==> config.mk <==
export PLATFORM = sky130hd
export DESIGN_NAME = bpd_front
export DESIGN_NICKNAME = d
export VERILOG_FILES = /design/src/rtl/bpd_pkg.sv /design/src/rtl/bpd_front.sv
export SDC_FILE = /design/constraint.sdc
export NUM_CORES = 1
export LEC_CHECK = 0
export BUFFER_PORTS_ARGS = -buffer_cell sky130_fd_sc_hd__buf_2
export CAP_MARGIN = 20
export CORE_MARGIN = 2
export CORE_UTILIZATION = 40
export CTS_BUF_LIST = sky130_fd_sc_hd__clkbuf_4 sky130_fd_sc_hd__clkbuf_8 sky130_fd_sc_hd__clkbuf_16
export DETAILED_ROUTE_END_ITERATION = 6
export PLACE_DENSITY = 0.64
export SYNTH_ARGS = -nofsm -noshare
export SYNTH_HDL_FRONTEND = slang
export SYNTH_SLANG_ARGS = --single-unit
==> constraint.sdc <==
create_clock -name clk -period 3.8 [get_ports clk]
set_input_delay 0.38 -clock clk [delete_from_list [all_inputs] [get_ports clk]]
set_output_delay 0.38 -clock clk [all_outputs]
set_load 0.005 [all_outputs]
==> src/rtl/bpd_pkg.sv <==
// bpd_pkg: shared types, constants and the keyword table of the detokenizer
// no dependencies
package bpd_pkg;

    localparam int MaxChars = 8;
    localparam int QDepth   = 2;

    localparam logic [7:0] ChNewline = 8'h0A;
    localparam logic [7:0] ChSpace   = 8'h20;
    localparam logic [7:0] ChZero    = 8'h30;

    // kind of work handed from front to back
    typedef enum logic [2:0] {
        JOB_NONE,
        JOB_NUMBER,
        JOB_CHAR,
        JOB_KEYWORD,
        JOB_NEWLINE
    } job_kind_t;

    // one queued job
    typedef struct packed {
        job_kind_t   kind;
        logic [15:0] line_num;
        logic [7:0]  data;
        logic        add_newline;
    } job_t;

    // keyword text, packed first char in the top byte, with its length
    typedef struct packed {
        logic [55:0] text;
        logic [2:0]  len;
    } keyword_t;

    function automatic keyword_t kw(input logic [6:0] idx);
        keyword_t k;
        k.text = '0;
        k.len  = 3'd0;
        case (idx)
            7'd0:   begin k.text = {"LONG", 24'h0};     k.len = 3'd4; end
            7'd1:   begin k.text = {"FOR", 32'h0};      k.len = 3'd3; end
            7'd2:   begin k.text = {"COLOR", 16'h0};    k.len = 3'd5; end
            7'd3:   begin k.text = {"PLOT", 24'h0};     k.len = 3'd4; end
            7'd4:   begin k.text = {"CLS", 32'h0};      k.len = 3'd3; end
            7'd5:   begin k.text = {"XELSE", 16'h0};    k.len = 3'd5; end
            7'd6:   begin k.text = {"RANDOM", 8'h0};    k.len = 3'd6; end
            7'd7:   begin k.text = {"NEXT", 24'h0};     k.len = 3'd4; end
            7'd8:   begin k.text = {"DATA", 24'h0};     k.len = 3'd4; end
            7'd9:   begin k.text = {"INPUT", 16'h0};    k.len = 3'd5; end
            7'd10:  begin k.text = {"DIM", 32'h0};      k.len = 3'd3; end
            7'd11:  begin k.text = {"READ", 24'h0};     k.len = 3'd4; end
            7'd12:  begin k.text = {"LET", 32'h0};      k.len = 3'd3; end
            7'd13:  begin k.text = {"GOTO", 24'h0};     k.len = 3'd4; end
            7'd14:  begin k.text = {"RUN", 32'h0};      k.len = 3'd3; end
            7'd15:  begin k.text = {"IF", 40'h0};       k.len = 3'd2; end
            7'd16:  begin k.text = {"RESTORE"};         k.len = 3'd7; end
            7'd17:  begin k.text = {"GOSUB", 16'h0};    k.len = 3'd5; end
            7'd18:  begin k.text = {"RETURN", 8'h0};    k.len = 3'd6; end
            7'd19:  begin k.text = {"REM", 32'h0};      k.len = 3'd3; end
            7'd20:  begin k.text = {"STOP", 24'h0};     k.len = 3'd4; end
            7'd21:  begin k.text = {"ELSE", 24'h0};     k.len = 3'd4; end
            7'd22:  begin k.text = {"TRON", 24'h0};     k.len = 3'd4; end
            7'd23:  begin k.text = {"TROFF", 16'h0};    k.len = 3'd5; end
            7'd24:  begin k.text = {"DEFSTR", 8'h0};    k.len = 3'd6; end
            7'd25:  begin k.text = {"DEFINT", 8'h0};    k.len = 3'd6; end
            7'd26:  begin k.text = {"DEFSNG", 8'h0};    k.len = 3'd6; end
            7'd27:  begin k.text = {"DEFDBL", 8'h0};    k.len = 3'd6; end
            7'd28:  begin k.text = {"FILL", 24'h0};     k.len = 3'd4; end
            7'd29:  begin k.text = {"SWAP", 24'h0};     k.len = 3'd4; end
            7'd30:  begin k.text = {"SOUND", 16'h0};    k.len = 3'd5; end
            7'd31:  begin k.text = {"END", 32'h0};      k.len = 3'd3; end
            7'd32:  begin k.text = {"OUTSLOT"};         k.len = 3'd7; end
            7'd33:  begin k.text = {"ON", 40'h0};       k.len = 3'd2; end
            7'd34:  begin k.text = {"OPEN", 24'h0};     k.len = 3'd4; end
            7'd35:  begin k.text = {"ROUTE", 16'h0};    k.len = 3'd5; end
            7'd36:  begin k.text = {"RATIO", 16'h0};    k.len = 3'd5; end
            7'd37:  begin k.text = {"CIRCLE", 8'h0};    k.len = 3'd6; end
            7'd38:  begin k.text = {"CLOSE", 16'h0};    k.len = 3'd5; end
            7'd39:  begin k.text = {"MACHLG", 8'h0};    k.len = 3'd6; end
            7'd40:  begin k.text = {"LOCATE", 8'h0};    k.len = 3'd6; end
            7'd41:  begin k.text = {"WIDTH", 16'h0};    k.len = 3'd5; end
            7'd42:  begin k.text = {"KILL", 24'h0};     k.len = 3'd4; end
            7'd43:  begin k.text = {"BOX", 32'h0};      k.len = 3'd3; end
            7'd44:  begin k.text = {"RECORD", 8'h0};    k.len = 3'd6; end
            7'd45:  begin k.text = {"CALL", 24'h0};     k.len = 3'd4; end
            7'd46:  begin k.text = {"MODE", 24'h0};     k.len = 3'd4; end
            7'd47:  begin k.text = {"LPRINT", 8'h0};    k.len = 3'd6; end
            7'd48:  begin k.text = {"DEF", 32'h0};      k.len = 3'd3; end
            7'd49:  begin k.text = {"POKE", 24'h0};     k.len = 3'd4; end
            7'd50:  begin k.text = {"PRINT", 16'h0};    k.len = 3'd5; end
            7'd51:  begin k.text = {"WRITE", 16'h0};    k.len = 3'd5; end
            7'd52:  begin k.text = {"DO", 40'h0};       k.len = 3'd2; end
            7'd53:  begin k.text = {"UNTIL", 16'h0};    k.len = 3'd5; end
            7'd54:  begin k.text = {"DELAY", 16'h0};    k.len = 3'd5; end
            7'd55:  begin k.text = {"RENAME", 8'h0};    k.len = 3'd6; end
            7'd56:  begin k.text = {"CLEAR", 16'h0};    k.len = 3'd5; end
            7'd57:  begin k.text = {"WHILE", 16'h0};    k.len = 3'd5; end
            7'd58:  begin k.text = {"WEND", 24'h0};     k.len = 3'd4; end
            7'd59:  begin k.text = {"PAGE", 24'h0};     k.len = 3'd4; end
            7'd60:  begin k.text = {"INDEXF", 8'h0};    k.len = 3'd6; end
            7'd61:  begin k.text = {"LINE", 24'h0};     k.len = 3'd4; end
            7'd62:  begin k.text = {"FN", 40'h0};       k.len = 3'd2; end
            7'd63:  begin k.text = {"USR", 32'h0};      k.len = 3'd3; end
            7'd64:  begin k.text = {"ERROR", 16'h0};    k.len = 3'd5; end
            7'd65:  begin k.text = {"VARPTR", 8'h0};    k.len = 3'd6; end
            7'd66:  begin k.text = {"INSTR", 16'h0};    k.len = 3'd5; end
            7'd67:  begin k.text = {"POINT", 16'h0};    k.len = 3'd5; end
            7'd68:  begin k.text = {"MEM", 32'h0};      k.len = 3'd3; end
            7'd69:  begin k.text = {"NOT", 32'h0};      k.len = 3'd3; end
            7'd70:  begin k.text = {"MAYBE", 16'h0};    k.len = 3'd5; end
            7'd71:  begin k.text = {"PEEK", 24'h0};     k.len = 3'd4; end
            7'd72:  begin k.text = {"SPC", 32'h0};      k.len = 3'd3; end
            7'd73:  begin k.text = {"USING", 16'h0};    k.len = 3'd5; end
            7'd74:  begin k.text = {"TAB", 32'h0};      k.len = 3'd3; end
            7'd75:  begin k.text = {"WORD", 24'h0};     k.len = 3'd4; end
            7'd76:  begin k.text = {"TO", 40'h0};       k.len = 3'd2; end
            7'd77:  begin k.text = {"THEN", 24'h0};     k.len = 3'd4; end
            7'd78:  begin k.text = {"STEP", 24'h0};     k.len = 3'd4; end
            7'd79:  begin k.text = {"AND", 32'h0};      k.len = 3'd3; end
            7'd80:  begin k.text = {"OR", 40'h0};       k.len = 3'd2; end
            7'd81:  begin k.text = {"XOR", 32'h0};      k.len = 3'd3; end
            7'd82:  begin k.text = {"MOD", 32'h0};      k.len = 3'd3; end
            7'd83:  begin k.text = {"FRAC", 24'h0};     k.len = 3'd4; end
            7'd84:  begin k.text = {"FIX", 32'h0};      k.len = 3'd3; end
            7'd85:  begin k.text = {"LEN", 32'h0};      k.len = 3'd3; end
            7'd86:  begin k.text = {"VAL", 32'h0};      k.len = 3'd3; end
            7'd87:  begin k.text = {"ASC", 32'h0};      k.len = 3'd3; end
            7'd88:  begin k.text = {"SGN", 32'h0};      k.len = 3'd3; end
            7'd89:  begin k.text = {"INT", 32'h0};      k.len = 3'd3; end
            7'd90:  begin k.text = {"ABS", 32'h0};      k.len = 3'd3; end
            7'd91:  begin k.text = {"INSLOT", 8'h0};    k.len = 3'd6; end
            7'd92:  begin k.text = {"POS", 32'h0};      k.len = 3'd3; end
            7'd93:  begin k.text = {"SQR", 32'h0};      k.len = 3'd3; end
            7'd94:  begin k.text = {"RND", 32'h0};      k.len = 3'd3; end
            7'd95:  begin k.text = {"LOG", 32'h0};      k.len = 3'd3; end
            7'd96:  begin k.text = {"EXP", 32'h0};      k.len = 3'd3; end
            7'd97:  begin k.text = {"COS", 32'h0};      k.len = 3'd3; end
            7'd98:  begin k.text = {"SIN", 32'h0};      k.len = 3'd3; end
            7'd99:  begin k.text = {"TAN", 32'h0};      k.len = 3'd3; end
            7'd100: begin k.text = {"ATN", 32'h0};      k.len = 3'd3; end
            7'd101: begin k.text = {"CVI", 32'h0};      k.len = 3'd3; end
            7'd102: begin k.text = {"CVB", 32'h0};      k.len = 3'd3; end
            7'd103: begin k.text = {"MOUSE", 16'h0};    k.len = 3'd5; end
            7'd104: begin k.text = {"REC", 32'h0};      k.len = 3'd3; end
            7'd105: begin k.text = {"LOC", 32'h0};      k.len = 3'd3; end
            7'd106: begin k.text = {"LOF", 32'h0};      k.len = 3'd3; end
            7'd107: begin k.text = {"PSTR$", 16'h0};    k.len = 3'd5; end
            7'd108: begin k.text = {"MKI$", 24'h0};     k.len = 3'd4; end
            7'd109: begin k.text = {"MKB$", 24'h0};     k.len = 3'd4; end
            7'd110: begin k.text = {"CHR$", 24'h0};     k.len = 3'd4; end
            7'd111: begin k.text = {"HEX$", 24'h0};     k.len = 3'd4; end
            7'd112: begin k.text = {"OCT$", 24'h0};     k.len = 3'd4; end
            7'd113: begin k.text = {"BIN$", 24'h0};     k.len = 3'd4; end
            7'd114: begin k.text = {"UNS$", 24'h0};     k.len = 3'd4; end
            7'd115: begin k.text = {"STR$", 24'h0};     k.len = 3'd4; end
            7'd116: begin k.text = {"INDEX$", 8'h0};    k.len = 3'd6; end
            7'd117: begin k.text = {"ERRMSG$"};         k.len = 3'd7; end
            7'd118: begin k.text = {"TIME$", 16'h0};    k.len = 3'd5; end
            7'd119: begin k.text = {"DATE$", 16'h0};    k.len = 3'd5; end
            7'd120: begin k.text = {"INKEY$", 8'h0};    k.len = 3'd6; end
            7'd121: begin k.text = {"LEFT$", 16'h0};    k.len = 3'd5; end
            7'd122: begin k.text = {"RIGHT$", 8'h0};    k.len = 3'd6; end
            7'd123: begin k.text = {"MID$", 24'h0};     k.len = 3'd4; end
            7'd124: begin k.text = {"STRING$"};         k.len = 3'd7; end
            7'd125: begin k.text = {"SPACE$", 8'h0};    k.len = 3'd6; end
            7'd126: begin k.text = {"UCASE$", 8'h0};    k.len = 3'd6; end
            default: begin k.text = {"* END *"};        k.len = 3'd7; end
        endcase
        return k;
    endfunction

endpackage

==> src/rtl/bpd_front.sv <==
// bpd_front: accepts raw bytes, tracks record phase, emits jobs
// depends on bpd_pkg
module bpd_front (
    input  logic          clk,
    input  logic          rst_n,
    input  logic [7:0]    in_byte,
    input  logic          end_of_input,
    input  logic          in_valid,
    output logic          in_stall,
    output bpd_pkg::job_t job,
    output logic          job_valid,
    input  logic          job_stall
);

    typedef enum logic [1:0] {
        PH_LOW,
        PH_HIGH,
        PH_LEN,
        PH_BODY
    } phase_t;

    phase_t         phase_reg, phase_next;
    logic [7:0]     line_low_reg, line_low_next;
    logic [7:0]     left_reg, left_next;
    logic           done_reg, done_next;
    bpd_pkg::job_t  job_next;

    logic           take;

    // a new byte is taken whenever the queue can hold its job
    assign in_stall = job_stall;
    assign take     = in_valid && !job_stall;

    // classify the byte into a job and advance the record phase
    always_comb
    begin
        phase_next    = phase_reg;
        line_low_next = line_low_reg;
        left_next     = left_reg;
        done_next     = done_reg;
        job_next.kind        = bpd_pkg::JOB_NONE;
        job_next.line_num    = {in_byte, line_low_reg};
        job_next.data        = in_byte;
        job_next.add_newline = 1'b0;
        if (!done_reg)
        begin
            if (end_of_input)
            begin
                done_next  = 1'b1;
                phase_next = PH_LOW;
                left_next  = 8'd0;
                if (phase_reg == PH_BODY)
                    job_next.kind = bpd_pkg::JOB_NEWLINE;
            end
            else
            begin
                case (phase_reg)
                    PH_LOW:
                    begin
                        line_low_next = in_byte;
                        phase_next    = PH_HIGH;
                    end
                    PH_HIGH:
                    begin
                        job_next.kind = bpd_pkg::JOB_NUMBER;
                        phase_next    = PH_LEN;
                    end
                    PH_LEN:
                    begin
                        if (in_byte <= 8'd1)
                        begin
                            job_next.kind = bpd_pkg::JOB_NEWLINE;
                            phase_next    = PH_LOW;
                            left_next     = 8'd0;
                        end
                        else
                        begin
                            left_next  = in_byte - 8'd1;
                            phase_next = PH_BODY;
                        end
                    end
                    default:
                    begin
                        job_next.kind = in_byte[7] ? bpd_pkg::JOB_KEYWORD
                                                   : bpd_pkg::JOB_CHAR;
                        if (left_reg > 8'd0)
                            left_next = left_reg - 8'd1;
                        if (left_next == 8'd0)
                        begin
                            job_next.add_newline = 1'b1;
                            phase_next           = PH_LOW;
                        end
                    end
                endcase
            end
        end
    end

    assign job       = job_next;
    assign job_valid = in_valid && (job_next.kind != bpd_pkg::JOB_NONE);

    // record state
    always_ff @(posedge clk or negedge rst_n)
    begin
        if (!rst_n)
        begin
            phase_reg <= PH_LOW;
            left_reg  <= 8'd0;
            done_reg  <= 1'b0;
        end
        else if (take)
        begin
            phase_reg <= phase_next;
            left_reg  <= left_next;
            done_reg  <= done_next;
        end
    end

    always_ff @(posedge clk)
    begin
        if (take)
            line_low_reg <= line_low_next;
    end

endmodule

Yosys cells after proc, flatten, opt, wreduce, memory -nomap -nowiden
Cells that the tools add are included.
{"block": "word_totals", "ff_bits": 19, "in_bits": 13, "output_inout_bits": 30, "wordCells": 49}
{"block": "classes", "add_sub_neg": 2, "magnitude_cmp": 2, "eq_ne": 4, "n_mux": 23, "n_bitwise": 2, "n_reduce_logical": 12}
{"operator": "$mux 8", "n": 6}
{"operator": "$pmux 8 s2", "n": 1}
{"operator": "$sub 8x1->8 const B", "n": 2}
{"operator": "$mux 3", "n": 4}
{"operator": "$pmux 3 s3", "n": 1}
{"operator": "$gt 8x1->1 const B", "n": 1}
{"operator": "$le 8x1->1 const B", "n": 1}
{"operator": "$logic_not 8->1", "n": 1}
{"operator": "$mux 1", "n": 7}
{"operator": "$mux 2", "n": 3}
{"operator": "$pmux 2 s3", "n": 1}
{"operator": "$reduce_and 3->1", "n": 2}
{"operator": "$reduce_bool 5->1", "n": 1}
{"operator": "$eq 2x2->1 const B", "n": 2}
{"operator": "$reduce_and 4->1", "n": 1}
{"operator": "$reduce_bool 3->1", "n": 1}
{"operator": "$reduce_or 3->1", "n": 1}
{"operator": "$eq 2x1->1 const B", "n": 1}
{"operator": "$logic_and 1x1->1", "n": 2}
{"operator": "$logic_not 2->1", "n": 1}
{"operator": "$ne 2x1->1 const B", "n": 1}
{"operator": "$not 1->1", "n": 2}
{"operator": "$reduce_or 2->1", "n": 1}
{"operator": "$logic_not 1->1", "n": 1}

Depth between registers and ports, before layout
{"block": "depth", "word_depth": 10, "ltp_mapped": 8, "mapped_depth_nobuf": 7}

Worst setup path after synthesis
No wires, ideal clock.
{"block": "synth_path", "path_type": "register -> output", "start": "reg left_reg[0]", "end": "out job[0] (netlist name)", "t_arrival_ns": 1.691, "required_ns": 3.420, "setup_slack_ns": 1.729, "path_stages_with_launch": 8, "n_path_buf": 0, "path_cell_list": "dfrtp_1 > inv_1 > ha_1 > nor3b_2 > mux2i_1 > a32o_1 > and3_1 > and2_1"}
{"element": "start, declared", "line_no": "bpd_front.sv:24", "text": "logic [7:0] left_reg, left_next;"}
{"element": "start signal, assigned", "line_no": "bpd_front.sv:114", "text": "left_reg <= left_next;"}
{"element": "end, declared", "line_no": "bpd_front.sv:10", "text": "output bpd_pkg::job_t job,"}

==> impl_metrics.env <==
export IMPL_dieHeight_um=66
export IMPL_root_buffer="clkbuf_8"
export IMPL_grt_antenna_before_repair=0
export IMPL_tightest_slew_ns=0.664
export IMPL_power_density_nw_per_um2=443
export IMPL_dp_hpwl_um=2590
export IMPL_relSlewSlack=0.554
export IMPL_clock_path_buffers=2
export IMPL_seq_power_share=0.399
export IMPL_p_int_uw=464
export IMPL_layout_cells_non_filler=235
export IMPL_switchingPower_uw=295
export IMPL_die_w_um=66
export IMPL_ant_nets=0
export IMPL_clock_sinks=19
export IMPL_final_util=0.464
export IMPL_yosysWarningCount=0
export IMPL_end_kind="output pin"
export IMPL_cts_setup_buffers=0
export IMPL_rows=22
export IMPL_gp_congestion=0.937
export IMPL_synth_yosys_seq_area_share=0.335
export IMPL_cp_arrival_ns=2.25
export IMPL_cts_tree="yes"
export IMPL_cts_resized=0
export IMPL_tns_ns=0
export IMPL_startpoint_type="flop"
export IMPL_pwr_share_clk=0.191
export IMPL_synth_seq_cells=19
export IMPL_period_needed_ns=2.63
export IMPL_finClkSkew_ns=0.00491
export IMPL_synth_edf_count=8
export IMPL_grt_max_degree=12
export IMPL_nets=210
export IMPL_routedWlPerCell_um=14.5
export IMPL_num_vias=1286
export IMPL_maxCapViolations=0
export IMPL_ioPinCount=43
export IMPL_critPathMaxFanout=7
export IMPL_drc_errors=0
export IMPL_p_comb_frac=0.410
export IMPL_fin_crit_sh=0.691
export IMPL_grt_pass1_vias=1167
export IMPL_syn_num_nets=182
export IMPL_yosys_top_cells_area="dfrtp_1 18%, edfxtp_1 16%, buf_4 8.3%"
export IMPL_syn_area_per_cell_um2=9.61
export IMPL_floorplan_die_area_um2=4360
export IMPL_ir_drop_mv=0.150
export IMPL_fmaxAchievable_ghz=0.381
export IMPL_critPathKind="reg2out"
export IMPL_grt_ovfl_total=0
export IMPL_htreeDepth=1
export IMPL_antenna_cells=0
export IMPL_grt_pass1_wl_um=5580
export IMPL_core_um2=3690
export IMPL_hold_path_class="in2reg"
export IMPL_drt_iter0_drc=66
export IMPL_synth_most_common_cell="buf_4"
export IMPL_cts_hold_buf=1
export IMPL_setup_viol=0
export IMPL_synthTopCellsByCount="17 x buf_4, 12 x nor2_1, 11 x dfrtp_1, 10 x inv_1, 9 x ha_1"
export IMPL_cts_buffers=3
export IMPL_hold_viol=0
export IMPL_slew_viol_final=0
export IMPL_netlist_area_leader_share=0.179
export IMPL_place_inst=230
export IMPL_routed_wl_um=3400
export IMPL_initial_core_util=0.417
export IMPL_synthFlopType="dfrtp_1"
export IMPL_path_clk_slew_ns=0.08
export IMPL_async_flop_share=0.579
export IMPL_syn_inst=160
export IMPL_viasPerCell=5.47
export IMPL_netlist_area_um2=1540
export IMPL_power_leakage_nw=0.786
export IMPL_firstDrtPassIters=4
export IMPL_rsz0062_at_grt="false"
export IMPL_yosysUniqueCellTypes=48
export IMPL_io_buffers=42
export IMPL_outcome="finished, final reports clean"
export IMPL_sw_frac_of_total=0.389
export IMPL_synth_top_area_cell="dfrtp_1"
export IMPL_clock_latency_ns=0.26
export IMPL_syn_to_final_growth_pct=11.2
export IMPL_drive_gt1_frac=0.305
export IMPL_globalRouteTotalUtil=0.168
export IMPL_cp_required_ns=3.42
==> cell families (layout without fill, tap and decap cells) <==
kind of cell               Yosys count  in the layout  synth area share
muxes                                5              5            0.0325
and+or+nand+nor                     50             50             0.189
buffers and inverters               30             57             0.124
AOI/OAI and AO/OA                   38             38             0.194
xor gates and xnor gates             9              9            0.0513
DFF                                 19             19             0.335
adders and majority gates            9              9            0.0732
==> placed cells by master, fill, tap and decap left out, drive strengths merged, types with 2 or more instances in the layout <==
master,Yosys,routed
clkbuf,1,3
nand3b,2,2
and2,2,2
o21bai,3,3
o22ai,8,8
nand2,7,7
dfrtp,11,11
edfxtp,8,8
o21ai,2,2
nor2,12,12
xnor2,8,8
a22o,5,5
nor3b,3,3
mux2i,5,5
ha,9,9
o21a,2,2
or4,3,3
buf,19,42
nor4,2,2
a21oi,2,2
and3,2,2
a32oi,2,2
or2,2,2
inv,10,10
or3,3,3
nor3,8,8
a21o,2,2
a31oi,3,3
==> layer usage <==
metal,track usage,share of wire
met1,0.218,0.45
met2,0.278,0.49
met3,0.0358,0.048
met4,0.0536,0.012
met5,0,0
==> critical path, stage by stage, from the launching register on <==
cell	delay (ns)
dfrtp_1	0.44
inv_1	0.11
ha_1	0.20
nor3b_2	0.40
mux2i_1	0.23
a32o_1	0.18
and3_1	0.20
and2_1	0.13
buf_2	0.10
==> power groups by stage <==
stage | clock [mW] | combinational [mW] | sequential, mW
4_1_cts | 0.151 | 0.307 | 0.301
3_3_place_gp | 0 | 0.305 | 0.303
2_1_floorplan | 0 | 0.265 | 0.284
6_report | 0.145 | 0.311 | 0.302
3_5_place_dp | 0 | 0.304 | 0.305
5_1_grt | 0.156 | 0.346 | 0.309
==> metrics by stage <==
step,instance area (µm²),hold slack [ns],worst slack [ns],total power [mW]
after floorplan,1540,0.0844,1.73,0.548
after global placement,1650,0.283,1.54,0.608
after detailed placement,1650,0.282,1.46,0.609
after CTS,1710,0.355,1.17,0.759
after global routing,1710,0.356,0.984,0.811
final,1710,0.362,1.17,0.758
==> path summary, 6_finish.rpt <==
check                      slack [ns]                   endpoint  cells after the start                    start
setup / recovery                 1.17                     job[0]                      8  left_reg[0]$_DFFE_PN0P_
hold / removal                   0.36  line_low_reg[5]$_DFFE_PP_                      1               in_byte[5]
setup reg to reg                 1.66    left_reg[3]$_DFFE_PN0P_                      4     done_reg$_DFFE_PN0P_
hold reg to reg                  0.59       done_reg$_DFFE_PN0P_                      1     done_reg$_DFFE_PN0P_
max in group asynchronous        3.04       done_reg$_DFFE_PN0P_                      2                    rst_n
min in group asynchronous        0.53    left_reg[5]$_DFFE_PN0P_                      2                    rst_n
==> cell type report <==
class,count,area [µm²]
clock buffer,3,41.3
clock inverter,1,5.00
fill,376,1980
inverter,10,37.5
multi-input combinational,111,831
sequential,19,515
tap,48,60.1
timing repair buffer,43,220
Note: power is estimated with default switching activity, not from simulation.
