**src/rtl/bpd_pkg.sv**
```systemverilog
// bpd_pkg: shared types, constants and the keyword table of the detokenizer
// no dependencies
package bpd_pkg;

    localparam int MaxChars = 8;
    localparam int QDepth   = 2;

    localparam logic [7:0] ChNewline = 8'h0A;
    localparam logic [7:0] ChSpace   = 8'h20;
    localparam logic [7:0] ChZero    = 8'h30;

    // kind of work handed from front to back
    typedef enum logic [2:0] {
        JOB_NONE,
        JOB_NUMBER,
        JOB_CHAR,
        JOB_KEYWORD,
        JOB_NEWLINE
    } job_kind_t;

    // one queued job
    typedef struct packed {
        job_kind_t   kind;
        logic [15:0] line_num;
        logic [7:0]  data;
        logic        add_newline;
    } job_t;

    // keyword text, packed first char in the top byte, with its length
    typedef struct packed {
        logic [55:0] text;
        logic [2:0]  len;
    } keyword_t;

    function automatic keyword_t kw(input logic [6:0] idx);
        keyword_t k;
        k.text = '0;
        k.len  = 3'd0;
        case (idx)
            7'd0:   begin k.text = {"LONG", 24'h0};     k.len = 3'd4; end
            7'd1:   begin k.text = {"FOR", 32'h0};      k.len = 3'd3; end
            7'd2:   begin k.text = {"COLOR", 16'h0};    k.len = 3'd5; end
            7'd3:   begin k.text = {"PLOT", 24'h0};     k.len = 3'd4; end
            7'd4:   begin k.text = {"CLS", 32'h0};      k.len = 3'd3; end
            7'd5:   begin k.text = {"XELSE", 16'h0};    k.len = 3'd5; end
            7'd6:   begin k.text = {"RANDOM", 8'h0};    k.len = 3'd6; end
            7'd7:   begin k.text = {"NEXT", 24'h0};     k.len = 3'd4; end
            7'd8:   begin k.text = {"DATA", 24'h0};     k.len = 3'd4; end
            7'd9:   begin k.text = {"INPUT", 16'h0};    k.len = 3'd5; end
            7'd10:  begin k.text = {"DIM", 32'h0};      k.len = 3'd3; end
            7'd11:  begin k.text = {"READ", 24'h0};     k.len = 3'd4; end
            7'd12:  begin k.text = {"LET", 32'h0};      k.len = 3'd3; end
            7'd13:  begin k.text = {"GOTO", 24'h0};     k.len = 3'd4; end
            7'd14:  begin k.text = {"RUN", 32'h0};      k.len = 3'd3; end
            7'd15:  begin k.text = {"IF", 40'h0};       k.len = 3'd2; end
            7'd16:  begin k.text = {"RESTORE"};         k.len = 3'd7; end
            7'd17:  begin k.text = {"GOSUB", 16'h0};    k.len = 3'd5; end
            7'd18:  begin k.text = {"RETURN", 8'h0};    k.len = 3'd6; end
            7'd19:  begin k.text = {"REM", 32'h0};      k.len = 3'd3; end
            7'd20:  begin k.text = {"STOP", 24'h0};     k.len = 3'd4; end
            7'd21:  begin k.text = {"ELSE", 24'h0};     k.len = 3'd4; end
            7'd22:  begin k.text = {"TRON", 24'h0};     k.len = 3'd4; end
            7'd23:  begin k.text = {"TROFF", 16'h0};    k.len = 3'd5; end
            7'd24:  begin k.text = {"DEFSTR", 8'h0};    k.len = 3'd6; end
            7'd25:  begin k.text = {"DEFINT", 8'h0};    k.len = 3'd6; end
            7'd26:  begin k.text = {"DEFSNG", 8'h0};    k.len = 3'd6; end
            7'd27:  begin k.text = {"DEFDBL", 8'h0};    k.len = 3'd6; end
            7'd28:  begin k.text = {"FILL", 24'h0};     k.len = 3'd4; end
            7'd29:  begin k.text = {"SWAP", 24'h0};     k.len = 3'd4; end
            7'd30:  begin k.text = {"SOUND", 16'h0};    k.len = 3'd5; end
            7'd31:  begin k.text = {"END", 32'h0};      k.len = 3'd3; end
            7'd32:  begin k.text = {"OUTSLOT"};         k.len = 3'd7; end
            7'd33:  begin k.text = {"ON", 40'h0};       k.len = 3'd2; end
            7'd34:  begin k.text = {"OPEN", 24'h0};     k.len = 3'd4; end
            7'd35:  begin k.text = {"ROUTE", 16'h0};    k.len = 3'd5; end
            7'd36:  begin k.text = {"RATIO", 16'h0};    k.len = 3'd5; end
            7'd37:  begin k.text = {"CIRCLE", 8'h0};    k.len = 3'd6; end
            7'd38:  begin k.text = {"CLOSE", 16'h0};    k.len = 3'd5; end
            7'd39:  begin k.text = {"MACHLG", 8'h0};    k.len = 3'd6; end
            7'd40:  begin k.text = {"LOCATE", 8'h0};    k.len = 3'd6; end
            7'd41:  begin k.text = {"WIDTH", 16'h0};    k.len = 3'd5; end
            7'd42:  begin k.text = {"KILL", 24'h0};     k.len = 3'd4; end
            7'd43:  begin k.text = {"BOX", 32'h0};      k.len = 3'd3; end
            7'd44:  begin k.text = {"RECORD", 8'h0};    k.len = 3'd6; end
            7'd45:  begin k.text = {"CALL", 24'h0};     k.len = 3'd4; end
            7'd46:  begin k.text = {"MODE", 24'h0};     k.len = 3'd4; end
            7'd47:  begin k.text = {"LPRINT", 8'h0};    k.len = 3'd6; end
            7'd48:  begin k.text = {"DEF", 32'h0};      k.len = 3'd3; end
            7'd49:  begin k.text = {"POKE", 24'h0};     k.len = 3'd4; end
            7'd50:  begin k.text = {"PRINT", 16'h0};    k.len = 3'd5; end
            7'd51:  begin k.text = {"WRITE", 16'h0};    k.len = 3'd5; end
            7'd52:  begin k.text = {"DO", 40'h0};       k.len = 3'd2; end
            7'd53:  begin k.text = {"UNTIL", 16'h0};    k.len = 3'd5; end
            7'd54:  begin k.text = {"DELAY", 16'h0};    k.len = 3'd5; end
            7'd55:  begin k.text = {"RENAME", 8'h0};    k.len = 3'd6; end
            7'd56:  begin k.text = {"CLEAR", 16'h0};    k.len = 3'd5; end
            7'd57:  begin k.text = {"WHILE", 16'h0};    k.len = 3'd5; end
            7'd58:  begin k.text = {"WEND", 24'h0};     k.len = 3'd4; end
            7'd59:  begin k.text = {"PAGE", 24'h0};     k.len = 3'd4; end
            7'd60:  begin k.text = {"INDEXF", 8'h0};    k.len = 3'd6; end
            7'd61:  begin k.text = {"LINE", 24'h0};     k.len = 3'd4; end
            7'd62:  begin k.text = {"FN", 40'h0};       k.len = 3'd2; end
            7'd63:  begin k.text = {"USR", 32'h0};      k.len = 3'd3; end
            7'd64:  begin k.text = {"ERROR", 16'h0};    k.len = 3'd5; end
            7'd65:  begin k.text = {"VARPTR", 8'h0};    k.len = 3'd6; end
            7'd66:  begin k.text = {"INSTR", 16'h0};    k.len = 3'd5; end
            7'd67:  begin k.text = {"POINT", 16'h0};    k.len = 3'd5; end
            7'd68:  begin k.text = {"MEM", 32'h0};      k.len = 3'd3; end
            7'd69:  begin k.text = {"NOT", 32'h0};      k.len = 3'd3; end
            7'd70:  begin k.text = {"MAYBE", 16'h0};    k.len = 3'd5; end
            7'd71:  begin k.text = {"PEEK", 24'h0};     k.len = 3'd4; end
            7'd72:  begin k.text = {"SPC", 32'h0};      k.len = 3'd3; end
            7'd73:  begin k.text = {"USING", 16'h0};    k.len = 3'd5; end
            7'd74:  begin k.text = {"TAB", 32'h0};      k.len = 3'd3; end
            7'd75:  begin k.text = {"WORD", 24'h0};     k.len = 3'd4; end
            7'd76:  begin k.text = {"TO", 40'h0};       k.len = 3'd2; end
            7'd77:  begin k.text = {"THEN", 24'h0};     k.len = 3'd4; end
            7'd78:  begin k.text = {"STEP", 24'h0};     k.len = 3'd4; end
            7'd79:  begin k.text = {"AND", 32'h0};      k.len = 3'd3; end
            7'd80:  begin k.text = {"OR", 40'h0};       k.len = 3'd2; end
            7'd81:  begin k.text = {"XOR", 32'h0};      k.len = 3'd3; end
            7'd82:  begin k.text = {"MOD", 32'h0};      k.len = 3'd3; end
            7'd83:  begin k.text = {"FRAC", 24'h0};     k.len = 3'd4; end
            7'd84:  begin k.text = {"FIX", 32'h0};      k.len = 3'd3; end
            7'd85:  begin k.text = {"LEN", 32'h0};      k.len = 3'd3; end
            7'd86:  begin k.text = {"VAL", 32'h0};      k.len = 3'd3; end
            7'd87:  begin k.text = {"ASC", 32'h0};      k.len = 3'd3; end
            7'd88:  begin k.text = {"SGN", 32'h0};      k.len = 3'd3; end
            7'd89:  begin k.text = {"INT", 32'h0};      k.len = 3'd3; end
            7'd90:  begin k.text = {"ABS", 32'h0};      k.len = 3'd3; end
            7'd91:  begin k.text = {"INSLOT", 8'h0};    k.len = 3'd6; end
            7'd92:  begin k.text = {"POS", 32'h0};      k.len = 3'd3; end
            7'd93:  begin k.text = {"SQR", 32'h0};      k.len = 3'd3; end
            7'd94:  begin k.text = {"RND", 32'h0};      k.len = 3'd3; end
            7'd95:  begin k.text = {"LOG", 32'h0};      k.len = 3'd3; end
            7'd96:  begin k.text = {"EXP", 32'h0};      k.len = 3'd3; end
            7'd97:  begin k.text = {"COS", 32'h0};      k.len = 3'd3; end
            7'd98:  begin k.text = {"SIN", 32'h0};      k.len = 3'd3; end
            7'd99:  begin k.text = {"TAN", 32'h0};      k.len = 3'd3; end
            7'd100: begin k.text = {"ATN", 32'h0};      k.len = 3'd3; end
            7'd101: begin k.text = {"CVI", 32'h0};      k.len = 3'd3; end
            7'd102: begin k.text = {"CVB", 32'h0};      k.len = 3'd3; end
            7'd103: begin k.text = {"MOUSE", 16'h0};    k.len = 3'd5; end
            7'd104: begin k.text = {"REC", 32'h0};      k.len = 3'd3; end
            7'd105: begin k.text = {"LOC", 32'h0};      k.len = 3'd3; end
            7'd106: begin k.text = {"LOF", 32'h0};      k.len = 3'd3; end
            7'd107: begin k.text = {"PSTR$", 16'h0};    k.len = 3'd5; end
            7'd108: begin k.text = {"MKI$", 24'h0};     k.len = 3'd4; end
            7'd109: begin k.text = {"MKB$", 24'h0};     k.len = 3'd4; end
            7'd110: begin k.text = {"CHR$", 24'h0};     k.len = 3'd4; end
            7'd111: begin k.text = {"HEX$", 24'h0};     k.len = 3'd4; end
            7'd112: begin k.text = {"OCT$", 24'h0};     k.len = 3'd4; end
            7'd113: begin k.text = {"BIN$", 24'h0};     k.len = 3'd4; end
            7'd114: begin k.text = {"UNS$", 24'h0};     k.len = 3'd4; end
            7'd115: begin k.text = {"STR$", 24'h0};     k.len = 3'd4; end
            7'd116: begin k.text = {"INDEX$", 8'h0};    k.len = 3'd6; end
            7'd117: begin k.text = {"ERRMSG$"};         k.len = 3'd7; end
            7'd118: begin k.text = {"TIME$", 16'h0};    k.len = 3'd5; end
            7'd119: begin k.text = {"DATE$", 16'h0};    k.len = 3'd5; end
            7'd120: begin k.text = {"INKEY$", 8'h0};    k.len = 3'd6; end
            7'd121: begin k.text = {"LEFT$", 16'h0};    k.len = 3'd5; end
            7'd122: begin k.text = {"RIGHT$", 8'h0};    k.len = 3'd6; end
            7'd123: begin k.text = {"MID$", 24'h0};     k.len = 3'd4; end
            7'd124: begin k.text = {"STRING$"};         k.len = 3'd7; end
            7'd125: begin k.text = {"SPACE$", 8'h0};    k.len = 3'd6; end
            7'd126: begin k.text = {"UCASE$", 8'h0};    k.len = 3'd6; end
            default: begin k.text = {"* END *"};        k.len = 3'd7; end
        endcase
        return k;
    endfunction

endpackage

```
**src/rtl/bpd_queue.sv**
```systemverilog
// bpd_queue: small job queue between front and back
// depends on bpd_pkg
module bpd_queue (
    input  logic          clk,
    input  logic          rst_n,
    input  bpd_pkg::job_t wr_job,
    input  logic          wr_valid,
    output logic          wr_stall,
    output bpd_pkg::job_t rd_job,
    output logic          rd_valid,
    input  logic          rd_take
);

    localparam int PtrW = $clog2(bpd_pkg::QDepth);

    bpd_pkg::job_t         slot_reg [bpd_pkg::QDepth];
    logic [PtrW-1:0]       wptr_reg, rptr_reg;
    logic [PtrW:0]         count_reg;
    logic                  push, pop;

    assign wr_stall = (count_reg == (PtrW+1)'(bpd_pkg::QDepth));
    assign rd_valid = (count_reg != '0);
    assign rd_job   = slot_reg[rptr_reg];
    assign push     = wr_valid && !wr_stall;
    assign pop      = rd_take && rd_valid;

    // pointers and fill count
    always_ff @(posedge clk or negedge rst_n)
    begin
        if (!rst_n)
        begin
            wptr_reg  <= '0;
            rptr_reg  <= '0;
            count_reg <= '0;
        end
        else
        begin
            if (push)
                wptr_reg <= wptr_reg + PtrW'(1);
            if (pop)
                rptr_reg <= rptr_reg + PtrW'(1);
            count_reg <= count_reg + (PtrW+1)'(push) - (PtrW+1)'(pop);
        end
    end

    // job storage
    always_ff @(posedge clk)
    begin
        if (push)
            slot_reg[wptr_reg] <= wr_job;
    end

endmodule

```
**config.mk**
```make
export PLATFORM = sky130hd
export DESIGN_NAME = bpd_queue
export DESIGN_NICKNAME = d
export VERILOG_FILES = /design/src/rtl/bpd_pkg.sv /design/src/rtl/bpd_queue.sv
export SDC_FILE = /design/constraint.sdc
export NUM_CORES = 1
export LEC_CHECK = 0
export BUFFER_PORTS_ARGS = -buffer_cell sky130_fd_sc_hd__buf_2
export CAP_MARGIN = 0
export CORE_AREA = 4 4 70 72
export CTS_BUF_LIST = sky130_fd_sc_hd__clkbuf_8
export CTS_CLUSTER_DIAMETER = 40
export DETAILED_ROUTE_END_ITERATION = 8
export DIE_AREA = 0 0 74 76
export GPL_TIMING_DRIVEN = 0
export PLACE_DENSITY = 0.85
export SLEW_MARGIN = 20
export SYNTH_ARGS = -nofsm -noshare
export SYNTH_HDL_FRONTEND = slang
export SYNTH_SLANG_ARGS = --single-unit
```
**constraint.sdc**
```tcl
create_clock -name clk -period 2.8 [get_ports clk]
set_input_delay 0 -clock clk [delete_from_list [all_inputs] [get_ports clk]]
set_output_delay 0 -clock clk [all_outputs]
set_load 0.01 [all_outputs]
```
==> Word level (Yosys, flattened, before mapping) <==
Memory sizes are Yosys's and may differ from the RTL's.
Index checks and enable logic that the tools add are counted.
{ "totals": {"register_bits": 4, "mem_bits_rw": 56, "inputBits": 32, "output_inout_bits": 30, "word_cells": 15, "mem_count": 1} }
{ "op_classes": {"add_sub_neg": 4, "eq_ne": 1, "mux": 2, "reduce_logical": 4} }
{ "memory_table": {"columns": ["memory", "depth", "width", "read_ports", "rd_ports_with_merged_regs", "write_ports", "line", "source"], "rows": [
  ["slot_reg", 2, 28, 1, 0, 1, "bpd_queue.sv:16", "bpd_pkg::job_t slot_reg [bpd_pkg::QDepth];"]
]} }
{ "ops": {"columns": ["op", "count"], "rows": [
  ["1-bit adder, second input constant", 2],
  ["2-bit by 1-bit adder with 2-bit output", 1],
  ["2-bit == test, second input constant", 1],
  ["1-bit logical AND", 2],
  ["1-bit two-way mux", 2],
  ["2-bit nonzero test", 1],
  ["2-bit by 1-bit subtractor with 2-bit output", 1],
  ["1-bit logical NOT", 1]
]} }

==> Logic depth before layout (Yosys ltp) <==
Gate-level depths: netlist (run 1).
{ "depth": {"ltp_word": 5, "mapped_depth": 7, "depth_no_buf": 7} }

==> Worst setup path after synthesis (run 1) <==
OpenSTA, ideal clock, no wires.
{ "synth_timing": {"kind": "register to register", "start": "reg count_reg[1]", "end": "mem slot_reg[0][0] in the netlist's numbering, enable pin", "setup_ns": 0.413, "arrival_time_ns": 1.779, "required_time_ns": 2.387, "slack_ns": 0.609, "stages_incl_launch_ff": 4, "path_buffers": 0, "period_less_slack_ns": 2.191, "path_cell_list": "dfrtp_1 > nand2b_1 > nand2_1 > nor2_1"} }
{ "synth_between": {"elab_chain_cells": 5} }
{ "synth_rtl": {"columns": ["item", "line", "source"], "rows": [
  ["start, declared", "bpd_queue.sv:18", "logic [PtrW:0] count_reg;"],
  ["start signal, assigned", "bpd_queue.sv:42", "count_reg <= count_reg + (PtrW+1)'(push) - (PtrW+1)'(pop);"],
  ["2-bit == test", "bpd_queue.sv:21", "assign wr_stall = (count_reg == (PtrW+1)'(bpd_pkg::QDepth));"],
  ["1-bit logical NOT", "bpd_queue.sv:24", "assign push = wr_valid && !wr_stall;"],
  ["1-bit logical AND", "bpd_queue.sv:24", null],
  ["1-bit two-way mux", "bpd_queue.sv:49", "if (push)"],
  ["1-bit two-way mux (implied by the code)", "bpd_queue.sv:50", "slot_reg[wptr_reg] <= wr_job;"],
  ["end, declared", "bpd_queue.sv:16", null]
]} }
No other way between the ends.

==> Worst setup path in the final report (run 1) <==
{ "layout_timing": {"start": "reg count_reg[1]", "end": "reg count_reg[1]"} }
{ "layout_between": {"elab_cells_between_ends": 7, "classes_between": "add/sub: 2; eq/ne: 1; reduce/logical: 4"} }
{ "layout_lines": {"columns": ["item", "line", "source"], "rows": [
  ["2-bit nonzero test", "bpd_queue.sv:22", "assign rd_valid = (count_reg != '0);"],
  ["1-bit logical AND", "bpd_queue.sv:25", "assign pop = rd_take && rd_valid;"],
  ["named net pop", "bpd_queue.sv:19", "logic push, pop;"],
  ["2-bit by 1-bit subtractor with 2-bit output", "bpd_queue.sv:42", null]
]} }
The timed path passes the listed nets, and every way through them passes these cells.
A chain may end at the register's enable or synchronous reset.

==> results.md, run 1 <==
STA:
- The final-report hold violation count came to 0.
- Setup repair after global routing left no endpoint under its margin.
- Headroom to the max-slew limit came out at 56.7%.
- The final worst slack is 1.09 ns.
- The post-route clock period utilization is 61.1%.
- In the final timing run, aggregate negative setup slack is 0 ns.
- The final-report max-slew violation count is 0.
- Timing would allow up to 0.585 GHz.
- For the pin with the worst max-slew slack, the measured transition is 0.649 ns.
- On the final layout, the worst clock skew is 0.00908 ns.
- The total setup violations reported at the end of the flow is 0.
- The shortest clock period the worst path allows after layout is 1.71 ns.

Yosys:
- For this run, the number of Yosys warnings is 0.
- The distinct cell type count of the synthesized netlist is 17.
- In this run the mean area of a mapped cell was 21.6 um2.
- Counting flops and latches in the post-synthesis netlist gives 60.
- The number of standard cells after synthesis is 105.
- The total nets after synthesis is 139.
- The proportion of synthesized chip area in sequential cells is 78.5%.
- In this run the cell area of the synthesized design comes to 2270 um2.

Critical path:
- The reg-to-reg critical path endpoint is count_reg[1]$_DFF_PN0_.
- Along the worst path, the maximum fanout reaches 3.
- The largest stage delay on the critical path is 0.42 ns.
- Data on the critical path arrives at its endpoint at 1.95 ns.
- For the worst flop-to-flop path, the logic depth is 7.
- The type of the worst setup path is reg -> reg.
- The signal on the critical path passes through or2_1 -> and2_4 -> ha_1 -> inv_1 -> ha_1 -> xnor2_1 -> xnor2_1.
- The setup check on the worst reg-to-reg path leaves a slack of 1.09 ns.
- The worst endpoint required time is 3.04 ns.
- The cell at the slowest stage of the critical path is dfrtp_1.
- In this run the critical register-to-register path is launched from count_reg[1]$_DFF_PN0_.
- The source of the critical timing path is count_reg[1]$_DFF_PN0_.
- STA classifies the critical path startpoint as a flip-flop.
- The endpoint of the worst setup timing path is count_reg[1]$_DFF_PN0_.
- STA classifies the critical path endpoint as a flip-flop.

Clock tree:
- The clock tree root driver cell is clkbuf_8.
- Once the clock tree was built, the resizer swapped 0 gates to a different size.
- The number of buffers inserted during clock tree synthesis is 9.
- The buffer depth of the longest clock path is 2.
- The level count of the clock H-tree is 3.
- For the worst-skew pair, the clock arrives at the later sink with an insertion delay of 0.31 ns.
- For this design, the sink count on the clock tree is 60.
- After clock tree synthesis, the flow added hold-fix buffers numbering 31.
- The number of setup buffers added after CTS is 0.
- TritonCTS built the clock tree.
- Clock-pin slew was measured on the worst setup and hold paths at 0.06 ns.

Finish:
- Compared with the post-synthesis result, the final layout area differs by 39.1%.
- Leaving out fill and tap cells, the most frequent cells in the layout are 61 x buf_2, 56 x edfxtp_1, 31 x dlygate4sd3_1, 18 x mux2_2, 10 x mux2_4.
- The register with the most flip-flops in the layout has 56 of them.
- The count of non-filler cells in the finished layout is 264.
- The repair_antennas step left the layout with diodes totalling 0.
- The net count of the finished layout is 243.
- The post-route netlist has 50.5% of its cells at a drive strength greater than 1.
- The most common cell after layout, fill and taps aside is buf_2.

Placed design:
- The cell total after placement is 219.
- The final weighted congestion of routability-driven global placement is 0.706.
- The count of buffers added on input and output ports is 61.
- The half-perimeter wire length of the detailed placement result is 2.72 mm.
- At the placement stage, the worst setup path has a slack of 1.11 ns.

Floorplan:
- The die area is 5620 um2.
- The I/O pin total is 62.
- The floorplan step set the die width to 74 um.
- The vertical extent of the die is 76 um.
- The floorplan step defined a core boundary enclosing 4290 um2.
- The floorplan row count is 24.
- The initial utilization of the core area, before any placement, comes to 52.9%.

Route:
- The sum of routed wire length over all layers is 4.07 mm.
- For this run, the detailed router's first-pass iteration total came to 4.
- In the routed layout, each cell is associated on average with a via count of 4.90.
- The number of design rule violations left after detail routing is 0.
- The total via count after detailed routing is 1,293.
- The remaining number of nets flagged by the antenna check after routing is 0.
- In the final routed layout, each cell accounts on average for 15.4 um.
- In this run, the number of DRC markers left after iteration 0 of detailed routing was 45.

Outcome:
- The flow ran to the end, and the final reports show no timing, DRC or antenna violations.

Worst hold path:
- The class of the tightest hold or removal check is in -> reg.
- The worst hold path passes through 3 cells.
- The worst hold path begins at wr_valid.

Global route:
- The number of antenna violations at the first check in global routing is 0.
- The global routing usage summed across all routing layers is 15.6%.
- The first global-routing pass estimated 6.42 mm of wire.
- Entering global routing, the biggest net connects 29 pins.
- The number of global-route vias before repair is 1,429.
- The overflow left after global routing is 0.

Job:
- Across the run, the number of max-cap violations was 0.

Power:
- The worst voltage drop across the vdd grid is 0.636 mV.
- For this design the static power due to leakage is 1.27 nW.
- Power spread over the standard cell area amounts to 950 nW/um2.
[critical path, delay by kind of cell (launching register included)]
kind | cells | cell delay, ns
AND/OR/NAND/NOR | 2 | 0.43
XOR/XNOR | 2 | 0.29
buffers and inverters | 1 | 0.04
adder cells (fa/ha/maj) | 2 | 0.45
flip-flops | 1 | 0.42
[worst min path at each step]
| stage | end | slack, ns |
|---|---|---|
| after floorplan | count_reg[0]$_DFF_PN0_ | -0.30 |
| after CTS | wptr_reg$_DFFE_PN0P_ | 0.07 |
| after detailed placement | count_reg[1]$_DFF_PN0_ | -0.19 |
| after global routing | wptr_reg$_DFFE_PN0P_ | 0.09 |
| after global placement | count_reg[0]$_DFF_PN0_ | -0.19 |
| final | wptr_reg$_DFFE_PN0P_ | 0.10 |
[stage by stage]
step	hold slack [ns]	instance area (um2)	total power [W]	utilization, %
2_1_floorplan	-0.296	2270	0.00196	-
3_3_place_gp	-0.194	2640	0.00224	61.5
3_5_place_dp	-0.191	2680	0.00233	62.4
4_1_cts	0.0745	3160	0.00304	73.5
5_1_grt	0.0900	3160	0.00316	73.5
6_report	0.100	3160	0.00300	73.5
[per-layer routing]
metal | vias to the layer above | share of wire, % | wire length [um] | GRT usage (%)
met3 | 4 | 6.3 | 258 | 6.20
met2 | 52 | 55 | 2230 | 27.2
met5 | - | 0 | 0 | 0
met4 | 0 | 0.59 | 24 | 5.62
li1 | 615 | - | - | -
met1 | 622 | 38 | 1560 | 16.4
[kinds of logic (layout without fill, tap and decap cells)]
kind of cell	Yosys count	in the layout	share of synthesized area (%)
DFF	60	60	78.5
muxes	28	28	15.5
buffers and inverters	5	112	1.82
xor gates and xnor gates	4	4	1.54
adders and majority gates	2	2	1.10
and+or+nand+nor	6	6	1.54
[area by class of cell]
class,instances,area [um2]
flip-flops and latches,60,1780
inverters,2,7.51
well taps,52,65.1
repair buffers,93,643
clock inverters,5,46.3
multi-input cells,40,457
plain buffers,3,33.8
fillers,276,1140
clock buffers,9,124
[cells in the mapped netlist]
library cell	number	area share [%]
xor2_1	1	0.39
nand2b_1	1	0.28
inv_1	2	0.33
buf_4	1	0.33
mux2_2	18	8.9
or2_1	1	0.28
buf_8	1	0.66
and2_4	1	0.39
nor2_1	1	0.17
ha_1	2	1.1
xnor2_1	3	1.2
edfxtp_1	56	74
dfrtp_1	4	4.4
and3_1	1	0.28
buf_6	1	0.50
nand2_1	1	0.17
mux2_4	10	6.6
[power breakdown]
| part | switching [W] | leakage (nW) | internal [W] | total [W] |
|---|---|---|---|---|
| Clock | 0.000284 | 0.0912 | 0.000390 | 0.000674 |
| Combinational | 0.000491 | 0.611 | 0.000531 | 0.00102 |
| Sequential | 0.0000703 | 0.567 | 0.00123 | 0.00131 |
No activity file was read; power rests on OpenSTA's default activity.
==> run 2: changes to the inputs <==
- clock period: 2.8 -> 1.7 ns (I/O delays scaled with it)
==> results.md, run 2 (synthesis results as in run 1) <==
Placed design:
- The final weighted congestion of routability-driven global placement is 0.703 (was 0.706).
- The number of port buffers is 61 (unchanged).

Clock tree:
- The buffer depth of the longest clock path is 2 (unchanged).
- The number of buffers inserted during clock tree synthesis came to 9 (unchanged).
- The clock latency at the later pin of the worst-skew pair was 0.32 ns (was 0.31 ns).
- The clock input transition at the sequential cells of the worst setup and hold paths is 0.06 ns (about the same).
- The TritonCTS sink count is 60 (unchanged).
- The TritonCTS clock tree is done (unchanged).
- The clock tree root driver cell is clkbuf_8 (unchanged).
- The level count of the clock H-tree is 3 (unchanged).

Finish:
- The area occupied by registers is 1780 um2 (unchanged).
- Commonest cells after routing, fill and taps aside: 61 x buf_2, 56 x edfxtp_1, 31 x dlygate4sd3_1, 18 x mux2_2 (was 61 x buf_2, 56 x edfxtp_1, 31 x dlygate4sd3_1, 18 x mux2_2, 10 x mux2_4).
- The number of flip-flops in the largest register was 56 (unchanged).
- The net total in the final layout is 246 (was 243).
- The final antenna diode count is 0 (unchanged).
- The filler cell count came to 257 (was 276).
- The proportion of layout cells with a drive suffix above 1 is 53.5% (was 50.5%).
- The area taken by multi-input logic gates is 503 um2 (was 457 um2).
- The most common cell after layout, fill and taps aside was buf_2 (unchanged).
- The area added between synthesis and finish is 41.7% (was 39.1%).

Global route:
- The maximum number of pins on one net before global-route repair is 29 (unchanged).
- The global routing usage summed across all routing layers came to 15.9% (was 15.6%).
- The overflow left after global routing came to 0 (unchanged).
- The number of global-route vias before repair came to 1,371 (was 1,429).
- The global-route wire length before repair is 6.35 mm (was 6.42 mm).
- The number of antenna violations at the first check in global routing is 0 (unchanged).

Critical path:
- By instance count, the cell type seen most on the critical path is ha_4.
- The largest stage delay on the critical path is 0.40 ns (was 0.42 ns).
- The data arrival time of the critical path came to 1.88 ns (was 1.95 ns).
- The cell at the slowest stage of the critical path is dfrtp_1 (unchanged).
- The category of the worst setup path capture point is a flip-flop (unchanged).
- Cells along the critical path: or2_1 -> and2_4 -> ha_4 -> inv_2 -> ha_4 -> xnor2_2 -> xnor2_1 (was or2_1 -> and2_4 -> ha_1 -> inv_1 -> ha_1 -> xnor2_1 -> xnor2_1).
- The critical path startpoint category is a flip-flop (unchanged).
- The type of the worst setup path is reg -> reg (unchanged).
- The highest net fanout along the worst path is 3 (unchanged).
- The worst endpoint required time is 1.94 ns (was 3.04 ns).

Outcome:
- Result of the run: completed (unchanged).

Floorplan:
- The die area is 5620 um2 (unchanged).
- The vertical extent of the die is 76 um (unchanged).
- The die span in x came to 74 um (unchanged).
- The I/O pin total is 62 (unchanged).
- The core box area is 4290 um2 (unchanged).
- The floorplan row count is 24 (unchanged).
- The effective utilization at floorplan is 52.9% (unchanged).

Power:
- The switching share of total power was 28.7% (was 28.2%).
- The part of the power in combinational logic is 34.9% (was 34.0%).
- The leakage dissipation is 1.30 nW (was 1.27 nW).
- The cell-internal power is 0.00365 W (was 0.00216 W).
- The power density over the cells is 1590 nW/um2 (was 950 nW/um2).
- The net switching power of the design is 0.00147 W (was 0.000846 W).
- The portion of total power attributed to the clock network is 22.9% (was 22.5%).
- The portion of total power attributed to sequential cells is 42.3% (was 43.5%).
- The overall power consumption is 0.00511 W (was 0.00300 W).
- The worst voltage drop across the vdd grid was 1.04 mV (was 0.636 mV).

STA:
- The final-report hold violation count is 0 (unchanged).
- The timing-limited maximum frequency was 0.608 GHz (was 0.585 GHz).
- The clock skew after layout was 0.00865 ns (was 0.00908 ns).
- The remaining max-slew budget at the tightest pin is 55.5% (was 56.7%).
- The total setup violations reported at the end of the flow was 0 (unchanged).
- The shortest clock period the worst path allows after layout was 1.64 ns (was 1.71 ns).
- The worst hold margin is 0.122 ns (was 0.100 ns).
- The final-report max-slew violation count is 0 (unchanged).
- The worst-margin pin slew is 0.668 ns (was 0.649 ns).
- The post-route clock period utilization is 96.7% (was 61.1%).

Route:
- The sum of routed wire length over all layers is 4.21 mm (was 4.07 mm).
- The uppermost layer routed is met4 (unchanged).
- The total via count after detailed routing came to 1,269 (was 1,293).
- The remaining number of nets flagged by the antenna check after routing is 0 (unchanged).
- The number of design rule violations left after detail routing came to 0 (unchanged).
- The length of routed wiring on met1 came to 1.58 mm (was 1.56 mm).
- The post-detailed-route wirelength per cell is 15.7 um (was 15.4 um).
- The violation count after the first detailed-routing iteration is 44 (was 45).
- The met2 wire length is 2.29 mm (was 2.23 mm).
- The average via count per standard cell is 4.72 (was 4.90).
- The number of detailed-route iterations in the first pass was 4 (unchanged).
- The routed wire length on met3 was 262 um (was 258 um).

Job:
- The number of violations of the max-capacitance limit came to 0 (unchanged).

Worst hold path:
- The class of the tightest hold or removal check is in -> reg (unchanged).
run 2: what timing repair did:
action                                  in CTS  in global routing
gates cloned                                 1                  0
hold endpoints to repair                    61                  0
gates resized for setup                      4                  3
endpoints found under the setup margin      29                  1
pin swaps                                    1                  5
buffers inserted                             0                  3
hold buffers                                31                  0
run 2: final timing paths:
path | slack (ns) | startpoint | to | cells past startpoint
max | 0.06 | count_reg[1]$_DFF_PN0_ | count_reg[1]$_DFF_PN0_ | 7
min | 0.12 | wr_valid | wptr_reg$_DFFE_PN0P_ | 3
max reg2reg | 0.06 | count_reg[1]$_DFF_PN0_ | count_reg[1]$_DFF_PN0_ | 7
min reg2reg | 0.60 | count_reg[1]$_DFF_PN0_ | count_reg[1]$_DFF_PN0_ | 2
max in group asynchronous | 0.93 | rst_n | count_reg[0]$_DFF_PN0_ | 3
min in group asynchronous | 0.58 | rst_n | wptr_reg$_DFFE_PN0P_ | 3
run 2: stage by stage:
stage / setup TNS, ns / worst slack (ns) / cells / cell area, um2 / util [%]
after floorplan: 0 / 0.0448 / 105 / 2280 / -
after global placement: -6.89 / -0.248 / 218 / 2650 / 61.7
after detailed placement: -0.894 / -0.0331 / 218 / 2650 / 61.7
after CTS: 0 / 0.0255 / 266 / 3170 / 73.9
after global routing: -0.0387 / -0.0387 / 269 / 3220 / 74.9
final: 0 / 0.0566 / 269 / 3220 / 74.9
run 2: layout make-up:
| type | instances | share of cell area, % |
|---|---|---|
| Timing Repair Buffer | 95 | 19.8 |
| Clock buffer | 10 | 4.28 |
| Sequential cell | 60 | 55.4 |
| Tap cell | 52 | 2.02 |
| Buffer | 3 | 1.05 |
| Multi-Input combinational cell | 41 | 15.6 |
| Inverter | 2 | 0.233 |
| Clock inverter | 6 | 1.56 |
run 2: per-layer routing:
metal,vias up,track usage (%)
li1,617,-
met1,598,16.4
met2,47,28.2
met3,7,4.88
met4,0,7.61
met5,-,0
run 2: power groups by stage:
| stage | combinational (W) | clock, W | sequential, W |
|---|---|---|---|
| after floorplan | 0.00110 | 0 | 0.00214 |
| after global routing | 0.00191 | 0.00128 | 0.00219 |
| after global placement | 0.00156 | 0 | 0.00215 |
| final | 0.00178 | 0.00117 | 0.00216 |
| after CTS | 0.00171 | 0.00120 | 0.00216 |
| after detailed placement | 0.00160 | 0 | 0.00218 |
run 2: worst max-delay path: cells and delay by family, from the launching register on:
kind,cells,cell delay (ns)
AND/OR/NAND/NOR,2,0.42
buffers and inverters,1,0.04
adder cells (fa/ha/maj),2,0.41
XOR/XNOR,2,0.30
flip-flops,1,0.40
==> run 3: changes to the inputs <==
==> constraint.sdc (replaced) <==
create_clock -name clk -period 1.7 [get_ports clk]
set_input_delay 0.425 -clock clk [delete_from_list [all_inputs] [get_ports clk]]
set_output_delay 0.425 -clock clk [all_outputs]
set_load 0.01 [all_outputs]
==> results.md, run 3 (synthesis results as in run 1) <==
Outcome:
- Result of the run: complete, but fails checks (was completed).
- The final reports fail on negative setup slack.

Critical path:
- The reg-to-reg critical path endpoint is count_reg[1]$_DFF_PN0_ (unchanged).
- The source of the critical timing path is rptr_reg$_DFFE_PN0P_ (was count_reg[1]$_DFF_PN0_).
- The most numerous cell on the critical path is buf_6 (was ha_4).
- The largest stage delay on the critical path was 0.38 ns (was 0.40 ns).
- The type of the worst setup path was reg -> out (was reg -> reg).
- The category of the worst setup path capture point is an output port (was flip-flop).
- The highest net fanout along the worst path was 10 (was 3).
- The data arrival time of the critical path is 1.41 ns (was 1.88 ns).
- The worst endpoint required time came to 1.27 ns (was 1.94 ns).
- The worst flop-to-flop path startpoint was count_reg[1]$_DFF_PN0_ (unchanged).
- The endpoint of the worst setup timing path is rd_job[5] (was count_reg[1]$_DFF_PN0_).
- Cells along the critical path: buf_6 -> buf_12 -> mux2_4 -> buf_6 (was or2_1 -> and2_4 -> ha_4 -> inv_2 -> ha_4 -> xnor2_2 -> xnor2_1).
- The critical path startpoint category is a flip-flop (unchanged).
- The register-to-register setup slack is 0.01 ns (was 0.06 ns).
- The cell at the slowest stage of the critical path was dfrtp_1 (unchanged).
- The number of cells on the worst reg-to-reg path was 7 (unchanged).

Clock tree:
- The clock latency at the later pin of the worst-skew pair is 0.32 ns (about the same).
- The clock input transition at the sequential cells of the worst setup and hold paths is 0.06 ns (about the same).
- The TritonCTS sink count is 60 (unchanged).
- The TritonCTS clock tree is done (unchanged).
- The buffer depth of the longest clock path came to 2 (unchanged).
- The number of buffers inserted during clock tree synthesis came to 9 (unchanged).
- The level count of the clock H-tree is 3 (unchanged).
- The clock tree root driver cell was clkbuf_8 (unchanged).

Floorplan:
- The die span in x is 74 um (unchanged).
- The effective utilization at floorplan was 52.9% (unchanged).
- The floorplan row count was 24 (unchanged).
- The vertical extent of the die was 76 um (unchanged).
- The I/O pin total was 62 (unchanged).
- The core box area is 4290 um2 (unchanged).
- The die area was 5620 um2 (unchanged).

Route:
- The sum of routed wire length over all layers was 4.07 mm (was 4.21 mm).
- The remaining number of nets flagged by the antenna check after routing came to 0 (unchanged).
- The number of design rule violations left after detail routing came to 0 (unchanged).
- The average via count per standard cell came to 4.92 (was 4.72).
- The violation count after the first detailed-routing iteration was 46 (was 44).
- The number of detailed-route iterations in the first pass is 4 (unchanged).
- The post-detailed-route wirelength per cell was 16.6 um (was 15.7 um).
- The total via count after detailed routing came to 1,205 (was 1,269).

Global route:
- The maximum number of pins on one net before global-route repair came to 29 (unchanged).
- The overflow left after global routing is 0 (unchanged).
- The global routing usage summed across all routing layers is 15.2% (was 15.9%).
- The number of global-route vias before repair is 1,288 (was 1,371).
- The number of antenna violations at the first check in global routing came to 0 (unchanged).
- The global-route wire length before repair is 6.02 mm (was 6.35 mm).

Worst hold path:
- The class of the tightest hold or removal check was in -> reg (unchanged).

Finish:
- The net total in the final layout is 222 (was 246).
- The final antenna diode count is 0 (unchanged).
- The final design area excluding fillers is 3110 um2 (was 3220 um2).
- Commonest cells after routing, fill and taps aside: 56 x edfxtp_1, 44 x buf_2, 18 x buf_6, 14 x mux2_2, 14 x mux2_4 (was 61 x buf_2, 56 x edfxtp_1, 31 x dlygate4sd3_1, 18 x mux2_2).
- The most common cell after layout, fill and taps aside is edfxtp_1 (was buf_2).
- The count of non-filler cells in the finished layout came to 245 (was 269).
- The area added between synthesis and finish is 36.8% (was 41.7%).
- The number of flip-flops in the largest register is 56 (unchanged).
- The proportion of layout cells with a drive suffix above 1 is 63.7% (was 53.5%).

STA:
- The worst hold margin is 0.291 ns (was 0.122 ns).
- The final-report max-slew violation count is 0 (unchanged).
- The post-route clock period utilization is 108% (was 96.7%).
- The shortest clock period the worst path allows after layout came to 1.84 ns (was 1.64 ns).
- The timing-limited maximum frequency came to 0.544 GHz (was 0.608 GHz).
- Setup repair after global routing could not meet its margin everywhere.
- The remaining max-slew budget at the tightest pin is 55.1% (was 55.5%).
- The final-report hold violation count came to 0 (unchanged).
- The total setup violations reported at the end of the flow was 28 (was 0).
- The worst-margin pin slew is 0.674 ns (was 0.668 ns).
- The clock skew after layout came to 0.00745 ns (was 0.00865 ns).
- The final worst slack was -0.137 ns (was 0.0566 ns).

Placed design:
- The number of port buffers is 61 (unchanged).
- The cell total after placement was 218 (unchanged).
- The placement-stage cell area is 2650 um2 (unchanged).
- The worst setup slack before clock tree synthesis is -0.0331 ns (unchanged).
- The final weighted congestion of routability-driven global placement came to 0.703 (unchanged).

Power:
- The switching share of total power is 28.1% (was 28.7%).
- The cell-internal power was 0.00398 W (was 0.00365 W).
- The leakage dissipation is 1.26 nW (was 1.30 nW).
- The portion of total power attributed to sequential cells is 39.0% (was 42.3%).
- The overall power consumption is 0.00554 W (was 0.00511 W).
- The net switching power of the design is 0.00156 W (was 0.00147 W).
- The worst voltage drop across the vdd grid was 1.13 mV (was 1.04 mV).
- The power density over the cells is 1780 nW/um2 (was 1590 nW/um2).
- The portion of total power attributed to the clock network is 21.0% (was 22.9%).
- The part of the power in combinational logic came to 39.9% (was 34.9%).

Job:
- The number of violations of the max-capacitance limit is 0 (unchanged).
## run 3: cell types whose count changed in the layout (fill, tap and decap cells not counted)
cell / before / now
dlygate4sd3_1: 31 / 1
buf_4: 4 / 10
buf_12: 0 / 1
xnor2_4: 0 / 1
buf_6: 1 / 18
xnor2_1: 2 / 1
mux2_4: 10 / 14
buf_8: 1 / 0
buf_2: 61 / 44
mux2_2: 18 / 14
## run 3: power by group through the flow
| stage | Combinational [W] | Clock [W] | Sequential, W |
|---|---|---|---|
| detailed placement | 0.00160 | 0 | 0.00218 |
| CTS | 0.00205 | 0.00120 | 0.00217 |
| global route | 0.00235 | 0.00128 | 0.00219 |
| floorplan | 0.00110 | 0 | 0.00214 |
| finish | 0.00221 | 0.00117 | 0.00216 |
| global placement | 0.00156 | 0 | 0.00215 |
## run 3: cell type report
class	instances	area (um2)
inverters	2	7.51
well taps	52	65.1
multi-input cells	41	537
clock inverters	6	50.0
fillers	278	1190
clock buffers	10	138
flip-flops and latches	60	1780
plain buffers	3	38.8
repair buffers	71	489
## run 3: worst min path at each step
stage,startpoint,to,slack [ns],depth (start not counted)
after detailed placement,rst_n,count_reg[0]$_DFF_PN0_,0.24,1
after floorplan,rst_n,count_reg[0]$_DFF_PN0_,0.13,0
final,wr_job[27],slot_reg[1][27]$_DFFE_PP_,0.29,1
after global placement,rst_n,count_reg[0]$_DFF_PN0_,0.23,1
after CTS,wr_job[22],slot_reg[1][22]$_DFFE_PP_,0.27,1
after global routing,wr_job[22],slot_reg[1][22]$_DFFE_PP_,0.27,1
## run 3: critical path, delay by kind of cell (launching register included)
family	cells	cell delay, ns
buffers and inverters	3	0.41
DFF	1	0.38
muxes	1	0.30
## run 3: stage by stage
step	utilization (%)	setup TNS, ns
floorplan	-	0
global placement	61.7	-6.93
detailed placement	61.7	-0.894
CTS	70.9	-3.62
global route	72.3	-4.64
finish	72.3	-3.16
## run 3: layer usage
| metal | up-vias | wire, um | GRT usage, % |
|---|---|---|---|
| met2 | 48 | 2170 | 26.0 |
| met5 | - | 0 | 0 |
| li1 | 569 | - | - |
| met1 | 579 | 1510 | 16.0 |
| met3 | 9 | 328 | 5.28 |
| met4 | 0 | 59 | 7.61 |
## run 3: what timing repair did
item / CTS / global route
gates cloned: 1 / 0
gates resized for setup: 25 / 6
hold endpoints to repair: 4 / 0
setup endpoints to repair: 57 / 29
pin swaps: 2 / 5
hold buffers: 1 / 0
buffers inserted: 7 / 2
